**src/sv/prescaled_timer_with_reload_assert.svh**
```systemverilog
// assertion macros for the prescaled timer
// used by the controller; expects clk and arst_n in the including scope
`ifndef PRESCALED_TIMER_WITH_RELOAD_ASSERT_SVH
`define PRESCALED_TIMER_WITH_RELOAD_ASSERT_SVH

`ifndef SYNTHESIS
`define PTR_ASSERT(lbl, prop) \
	lbl: assert property (@(posedge clk) disable iff (!arst_n) prop) \
		else $error("timer assertion failed");
`define PTR_NEVER(lbl, cond) \
	lbl: assert property (@(posedge clk) disable iff (!arst_n) !(cond)) \
		else $error("timer forbidden condition seen");
`else
`define PTR_ASSERT(lbl, prop)
`define PTR_NEVER(lbl, cond)
`endif

`endif

```
**src/sv/ptr_pkg.sv**
```systemverilog
// shared types, codes and the period lookup for the prescaled timer
// no dependencies
`timescale 1ns / 1ps

package ptr_pkg;

	localparam logic [1:0] ACT_TICK  = 2'd0;
	localparam logic [1:0] ACT_READ  = 2'd1;
	localparam logic [1:0] ACT_WRITE = 2'd2;

	localparam logic [1:0] REG_DIV  = 2'd0;
	localparam logic [1:0] REG_CNT  = 2'd1;
	localparam logic [1:0] REG_MOD  = 2'd2;
	localparam logic [1:0] REG_CTRL = 2'd3;

	localparam int PRESCALE_W = 10;
	localparam int PERIOD_W   = PRESCALE_W + 1;

	typedef struct packed {
		logic [1:0] action;
		logic [1:0] reg_index;
		logic [7:0] write_data;
		logic [7:0] tick_count;
	} item_t;

	typedef struct packed {
		logic [7:0] read_data;
		logic       timer_irq;
	} result_t;

	typedef struct packed {
		logic accept;
		logic step;
		logic push;
	} cmd_t;

	typedef struct packed {
		logic is_tick;
		logic zero_count;
		logic last_step;
	} sts_t;

	function automatic logic [PERIOD_W-1:0] period_of(input logic [1:0] speed);
		logic [PERIOD_W-1:0] p;
		begin
			unique case (speed)
				2'd0: p = PERIOD_W'(1024);
				2'd1: p = PERIOD_W'(16);
				2'd2: p = PERIOD_W'(64);
				default: p = PERIOD_W'(256);
			endcase
			return p;
		end
	endfunction

endpackage

```
**src/sv/prescaled_timer_with_reload.sv**
```systemverilog
// Prescaled timer with reload: divider, counter, modulo and control registers.
// Input channel: in_valid/in_stall with in_data (action, reg_index, write_data,
// tick_count). A tick transaction advances the timer by tick_count machine
// cycles, a read returns one register, a write updates one register.
// Output channel: out_valid/out_stall with out_data; exactly one result per
// transaction, read_data on reads, timer_irq on ticks that overflowed.
// A read, a write or a zero-length tick goes from acceptance straight to the
// done state; a tick first runs its machine cycles, one clock per machine cycle
// stepped by the controller through the shared counter datapath.
// Next transaction is taken in the cycle after the result moves to the output
// register, so no transaction is taken while one is still in progress.
// A stalled receiver holds out_data; the block finishes the next transaction
// and waits until the output register frees.
// Reset clears all timer registers to zero (period 1024, timer stopped).
// Depends on ptr_pkg, ptr_ctrl and ptr_dpath.
`timescale 1ns / 1ps

module prescaled_timer_with_reload (
	input  logic             clk,
	input  logic             arst_n,
	input  logic             in_valid,
	output logic             in_stall,
	input  ptr_pkg::item_t   in_data,
	output logic             out_valid,
	input  logic             out_stall,
	output ptr_pkg::result_t out_data
);
	import ptr_pkg::*;

	cmd_t cmd;
	sts_t sts;

	ptr_ctrl u_ctrl (
		.clk       (clk),
		.arst_n    (arst_n),
		.in_valid  (in_valid),
		.in_stall  (in_stall),
		.out_valid (out_valid),
		.out_stall (out_stall),
		.sts       (sts),
		.cmd       (cmd)
	);

	ptr_dpath u_dpath (
		.clk    (clk),
		.arst_n (arst_n),
		.item   (in_data),
		.cmd    (cmd),
		.sts    (sts),
		.result (out_data)
	);

endmodule

```
**src/sv/ptr_dpath.sv**
```systemverilog
// timer datapath: divider, counter, prescalers, registers and result staging
// depends on ptr_pkg
`timescale 1ns / 1ps

module ptr_dpath (
	input  logic            clk,
	input  logic            arst_n,
	input  ptr_pkg::item_t  item,
	input  ptr_pkg::cmd_t   cmd,
	output ptr_pkg::sts_t   sts,
	output ptr_pkg::result_t result
);
	import ptr_pkg::*;

	logic [7:0]            div_value_q;
	logic [7:0]            div_prescale_q;
	logic [7:0]            count_value_q;
	logic [7:0]            reload_value_q;
	logic [1:0]            speed_q;
	logic                  enabled_q;
	logic [PRESCALE_W-1:0] count_prescale_q;
	logic [7:0]            remain_q;
	logic [7:0]            rd_q;
	logic                  irq_q;
	result_t               out_q;

	logic [PERIOD_W-1:0] pre_next;
	logic                cnt_step;
	logic [7:0]          rd_mux;

	assign pre_next = {1'b0, count_prescale_q} + PERIOD_W'(1);
	assign cnt_step = enabled_q && (pre_next >= period_of(speed_q));

	always_comb begin
		unique case (item.reg_index)
			REG_DIV: rd_mux = div_value_q;
			REG_CNT: rd_mux = count_value_q;
			REG_MOD: rd_mux = reload_value_q;
			default: rd_mux = {5'b0, enabled_q, speed_q};
		endcase
	end

	always_ff @(posedge clk or negedge arst_n) begin
		if (!arst_n) begin
			div_value_q      <= '0;
			div_prescale_q   <= '0;
			count_value_q    <= '0;
			reload_value_q   <= '0;
			speed_q          <= '0;
			enabled_q        <= 1'b0;
			count_prescale_q <= '0;
		end else if (cmd.accept) begin
			if (item.action == ACT_WRITE) begin
				unique case (item.reg_index)
					REG_DIV: div_value_q <= '0;
					REG_CNT: count_value_q <= item.write_data;
					REG_MOD: reload_value_q <= item.write_data;
					default: begin
						speed_q   <= item.write_data[1:0];
						enabled_q <= item.write_data[2];
					end
				endcase
			end
		end else if (cmd.step) begin
			div_prescale_q <= div_prescale_q + 8'd1;
			if (div_prescale_q == 8'hff)
				div_value_q <= div_value_q + 8'd1;
			if (enabled_q) begin
				if (cnt_step) begin
					count_prescale_q <= '0;
					if (count_value_q == 8'hff)
						count_value_q <= reload_value_q;
					else
						count_value_q <= count_value_q + 8'd1;
				end else begin
					count_prescale_q <= pre_next[PRESCALE_W-1:0];
				end
			end
		end
	end

	// per-transaction work registers
	always_ff @(posedge clk) begin
		if (cmd.accept) begin
			remain_q <= item.tick_count;
			irq_q    <= 1'b0;
			rd_q     <= (item.action == ACT_READ) ? rd_mux : 8'd0;
		end else if (cmd.step) begin
			remain_q <= remain_q - 8'd1;
			if (cnt_step && count_value_q == 8'hff)
				irq_q <= 1'b1;
		end
		if (cmd.push) begin
			out_q.read_data <= rd_q;
			out_q.timer_irq <= irq_q;
		end
	end

	assign sts.is_tick    = (item.action == ACT_TICK);
	assign sts.zero_count = (item.tick_count == 8'd0);
	assign sts.last_step  = (remain_q == 8'd1);
	assign result         = out_q;

endmodule

```
**src/sv/ptr_ctrl.sv**
```systemverilog
// timer controller: accepts transactions, sequences tick cycles, hands results out
// depends on ptr_pkg and prescaled_timer_with_reload_assert.svh
`timescale 1ns / 1ps

module ptr_ctrl (
	input  logic          clk,
	input  logic          arst_n,
	input  logic          in_valid,
	output logic          in_stall,
	output logic          out_valid,
	input  logic          out_stall,
	input  ptr_pkg::sts_t sts,
	output ptr_pkg::cmd_t cmd
);
	import ptr_pkg::*;
	`include "prescaled_timer_with_reload_assert.svh"

	localparam logic [1:0] ST_IDLE = 2'd0;
	localparam logic [1:0] ST_RUN  = 2'd1;
	localparam logic [1:0] ST_DONE = 2'd2;

	logic [1:0] state_q;
	logic [1:0] state_d;
	logic       out_valid_q;

	assign in_stall   = (state_q != ST_IDLE);
	assign cmd.accept = in_valid && (state_q == ST_IDLE);
	assign cmd.step   = (state_q == ST_RUN);
	assign cmd.push   = (state_q == ST_DONE) && (!out_valid_q || !out_stall);
	assign out_valid  = out_valid_q;

	always_comb begin
		state_d = state_q;
		unique case (state_q)
			ST_IDLE: begin
				if (cmd.accept)
					state_d = (sts.is_tick && !sts.zero_count) ? ST_RUN : ST_DONE;
			end
			ST_RUN: begin
				if (sts.last_step)
					state_d = ST_DONE;
			end
			ST_DONE: begin
				if (cmd.push)
					state_d = ST_IDLE;
			end
			default: state_d = ST_IDLE;
		endcase
	end

	always_ff @(posedge clk or negedge arst_n) begin
		if (!arst_n) begin
			state_q     <= ST_IDLE;
			out_valid_q <= 1'b0;
		end else begin
			state_q <= state_d;
			if (cmd.push)
				out_valid_q <= 1'b1;
			else if (!out_stall)
				out_valid_q <= 1'b0;
		end
	end

	`PTR_ASSERT(a_push_valid, cmd.push |=> out_valid_q)
	`PTR_ASSERT(a_run_done, (state_q == ST_RUN && sts.last_step) |=> state_q == ST_DONE)
	`PTR_ASSERT(a_direct_done, (cmd.accept && !sts.is_tick) |=> state_q == ST_DONE)
	`PTR_NEVER(a_step_accept, cmd.step && (cmd.accept || cmd.push))

endmodule
```
**config.mk**
```make
export PLATFORM = sky130hd
export DESIGN_NAME = prescaled_timer_with_reload
export DESIGN_NICKNAME = d
export VERILOG_FILES = /design/src/sv/ptr_pkg.sv /design/src/sv/prescaled_timer_with_reload.sv /design/src/sv/ptr_dpath.sv /design/src/sv/ptr_ctrl.sv
export VERILOG_INCLUDE_DIRS = /design/src /design/src/sv
export SDC_FILE = /design/constraint.sdc
export NUM_CORES = 1
export LEC_CHECK = 0
export ABC_AREA = 1
export BUFFER_PORTS_ARGS = -buffer_cell sky130_fd_sc_hd__buf_2
export CAP_MARGIN = 40
export CORE_AREA = 2 2 91 93
export CTS_BUF_LIST = sky130_fd_sc_hd__clkbuf_4 sky130_fd_sc_hd__clkbuf_8 sky130_fd_sc_hd__clkbuf_16
export CTS_CLUSTER_SIZE = 8
export DETAILED_ROUTE_END_ITERATION = 12
export DIE_AREA = 0 0 93 95
export PLACE_DENSITY = 0.67
export SYNTH_ARGS = -nofsm -noshare
export SYNTH_HDL_FRONTEND = slang
export SYNTH_SLANG_ARGS = --single-unit
```
**constraint.sdc**
```tcl
create_clock -name clk -period 3.5 [get_ports clk]
set_input_delay 0.175 -clock clk [delete_from_list [all_inputs] [get_ports clk]]
set_output_delay 0.175 -clock clk [all_outputs]
set_load 0.02 [all_outputs]
```
==> summary.txt <==
Critical path class: reg2reg
Synth Net Count: 512
Crit Reg-Reg Endpoint: u_dpath.count_value_q[4]$_DFFE_PN0P_
Yosys top cell by area: dfrtp_1
DIE AREA: 8840 sq um
Met1 Usage GRT: 28.0%
Worst path arrival time: 3050 ps
Post-Route Setup TNS: 0 ps
Worst Path Buf+Inv: 1
DP Wirelength: 6350 um
Vias in the first global route: 2970
H-Tree Depth: 3
Insertion delay to the later sink of the worst-skew pair: 350 ps
Root Driver: clkbuf_8
Ports: 35
Register Area: 1970 sq um
Post-CTS setup buffer count: 0
Routed via count: 3254
First-pass GRT wire length: 13900 um
Stages on the worst setup path: 21
Largest net degree at the start of global routing: 26
Non-filler cells, final: 630
Multi-input gate area: 1780 sq um
RSZ-0062 raised after global routing: no
Cts bufs inserted: 9
Seq cells post-synth: 74
Final min period: 2810 ps
CTS sink cnt: 74
Worst slack, placed: 736 ps
Ranking of synthesized cells by area: dfrtp_1, edfxtp_1, nand2_1, inv_1, o21ai_0
Primary FF master, synth: dfrtp_1
Setup crit end: u_dpath.count_value_q[4]$_DFFE_PN0P_
Wire per inst: 13.3 um
Clk buf depth: 2
Family with the most delay on the worst path: simple AND/OR/NAND/NOR gates
GR peak layer: met2
DRC: 0
Pleak: 2.15 nW
Max Fanout on Critical Path: 9
Drt pass-1 iters: 5
Mapped Area: 4030 sq um
Max transition margin: 47.7%
Hold Path Class: in2reg
Number of port buffers: 34
FFs w/ async S/R, synth: 64.9%
Yosys warnings: 0
Worst-path clk slew: 90 ps
Top-count cell post-synth: nand2_1
Final Worst Setup Slack: 693 ps
Final setup viols: 0
Count of cell types in the netlist: 41
Nets: 555
EDFF count, synth: 25
Via-to-Cell Ratio: 5.17
Hold Vio Cnt, Final: 0
Layout Skew: 10.5 ps
Starting Density: 50.8%
XOR/XNOR share of the synthesized area: 3.48%
Cts hold-fix bufs: 1
Filler Cell Count: 759
Peak Freq: 356 MHz
Crit path cell chain: ha_1 -> nand2_1 -> nor2_1 -> nand3_1 -> xor2_1 -> ha_1 -> nand2_1 -> inv_1 -> nand2_1 -> nor2_1 -> nand2_1 -> nor2_1 -> nand2_1 -> nand2_1 -> nand2_2 -> nand3_2 -> nand2_4 -> nand2_8 -> nand2_8 -> nand2_1 -> nand2_1
Crit path required time: 3740 ps
Crit-path slowest cell: dfrtp_1
Initial detailed-routing violation count: 200
Die Span Y: 95 um
Synth top area share: 29.8%
Grt total ovfl: 0
Initial antenna violation count: 0
GRT Total Usage: 20.4%
CTS tree: done
PwrDens: 755 nW/um^2
Final period util: 80.2%
N_diodes: 0
FF-to-FF Start: u_dpath.count_prescale_q[0]$_DFFE_PN0P_
CP dominant cell by count: nand2_1
Worst-margin pin slew: 785 ps
Placer Congestion: 0.835
Reg2reg path depth: 21
Largest family of logic cells by synthesized area: simple AND/OR/NAND/NOR gates
Critical Path Sink Type: flip-flop
Top cells by count, synth: nand2_1, inv_1, dfrtp_1
Syn Inst Count: 477
Synth Area in Compound Gates: 10.6%
CP startpoint kind: flip-flop
MaxCap Viol Count: 0
Layout cells sized above 1: 15.4%
Post-DRT Antenna Nets: 0
Outcome: finished, final reports clean
Multiplexer share of the synthesized area: 1.09%
Die width: 93 um
Drt total wl: 8400 um
Highest cell delay on the worst timing path: 460 ps
Simple-Gate Fraction of Synth Area: 25.7%
GR Layer Usage met2: 32.1%
Reg-to-reg slack, setup: 690 ps
Met3 Resource Use GR: 4.31%
Register area share after synthesis: 48.9%
Final Max Slew Viols: 0
Post-Synth Adder-Cell Area: 3.42%
Max IR drop VDD: 341 uV
Core area: 7930 sq um
Area delta synth->final: 12.9%
Rows: 33
Dpl cells: 613
Crit. Startpoint: u_dpath.count_prescale_q[0]$_DFFE_PN0P_
Syn Area/Cell: 8.45 sq um
Post-CTS Resized: 0
[flip-flops by register name (all words and copies together), names as in the netlist, 2 cells and up]
name	flops
u_ctrl.state_q	2
u_dpath.count_prescale_q	10
u_dpath.count_value_q	8
u_dpath.div_prescale_q	8
u_dpath.div_value_q	8
u_dpath.rd_q	8
u_dpath.reload_value_q	8
u_dpath.remain_q	8
u_dpath.result	9
u_dpath.speed_q	2
[where the power goes]
group	switching [mW]	leakage, nW	internal, mW
clock network	0.351	0.104	0.312
registers	0.279	0.866	1.26
logic	0.778	1.18	0.452
total	1.41	2.15	2.03
[how the worst min path moves through the flow]
stage	startpoint	endpoint	cells after the start
CTS	out_stall	u_ctrl.out_valid$_DFFE_PN0P_	3
global placement	u_dpath.rd_q[1]$_SDFFCE_PP0P_	u_dpath.result[2]$_DFFE_PP_	0
finish	out_stall	u_ctrl.out_valid$_DFFE_PN0P_	3
floorplan	arst_n	u_ctrl.out_valid$_DFFE_PN0P_	0
global route	out_stall	u_ctrl.out_valid$_DFFE_PN0P_	3
detailed placement	arst_n	u_dpath.count_prescale_q[4]$_DFFE_PN0P_	1
[worst min-delay path, delay by kind of cell]
family / cells / cell delay [ps]
buffers and inverters: 1 / 90
and+or+nand+nor: 2 / 120
[cell usage in the layout, fill, tap and decap left out, drive strengths merged]
master	Yosys	layout
nand2	134	134
inv	66	71
dfrtp	48	48
nor2	40	40
o21ai	38	38
buf	4	37
nand3	32	32
edfxtp	25	25
ha	11	11
nor3	10	10
clkbuf	2	10
xor2	8	8
xnor2	8	8
a21oi	7	7
nand4	7	7
a31oi	6	6
o211ai	6	6
o221ai	5	5
o31ai	4	4
or2	3	3
mux2	3	3
nor4	2	2
o21a	2	2
a22oi	1	1
o2111ai	1	1
o22ai	1	1
mux2i	1	1
nand3b	1	1
clkinv	0	1
dlygate4sd3	0	1
dfxtp	1	1
[routing by layer]
layer,up-vias,part of all wire (%)
met5,-,0
met4,0,1.3
met3,9,5.0
met2,78,46
met1,1504,48
li1,1663,-
[final cells by class]
class / instances / share of cell area (%)
multi-input combinational: 331 / 39.2
inverter: 66 / 5.45
sequential: 74 / 43.4
tap: 105 / 2.89
timing repair buffer: 38 / 4.73
clock buffer: 10 / 3.27
clock inverter: 6 / 1.10
[per-stage QoR]
stage	power [mW]	hold slack (ps)	instance area (sq um)	utilization, %
floorplan	2.43	-121	4030	-
global placement	2.73	406	4320	54.5
detailed placement	2.78	204	4340	54.7
CTS	3.46	37.3	4550	57.4
global route	3.70	46.6	4550	57.4
finish	3.44	59.8	4550	57.4
[logic make-up (layout without fill, tap and decap cells)]
| logic type | after synthesis | count (layout) |
|---|---|---|
| AOI/OAI and AO/OA | 71 | 71 |
| buffers and inverters | 72 | 120 |
| and+or+nand+nor | 229 | 229 |
| adders and majority gates | 11 | 11 |
| DFF | 74 | 74 |
| muxes | 4 | 4 |
| xor gates and xnor gates | 16 | 16 |
Note: power is estimated with default switching activity, not from simulation.
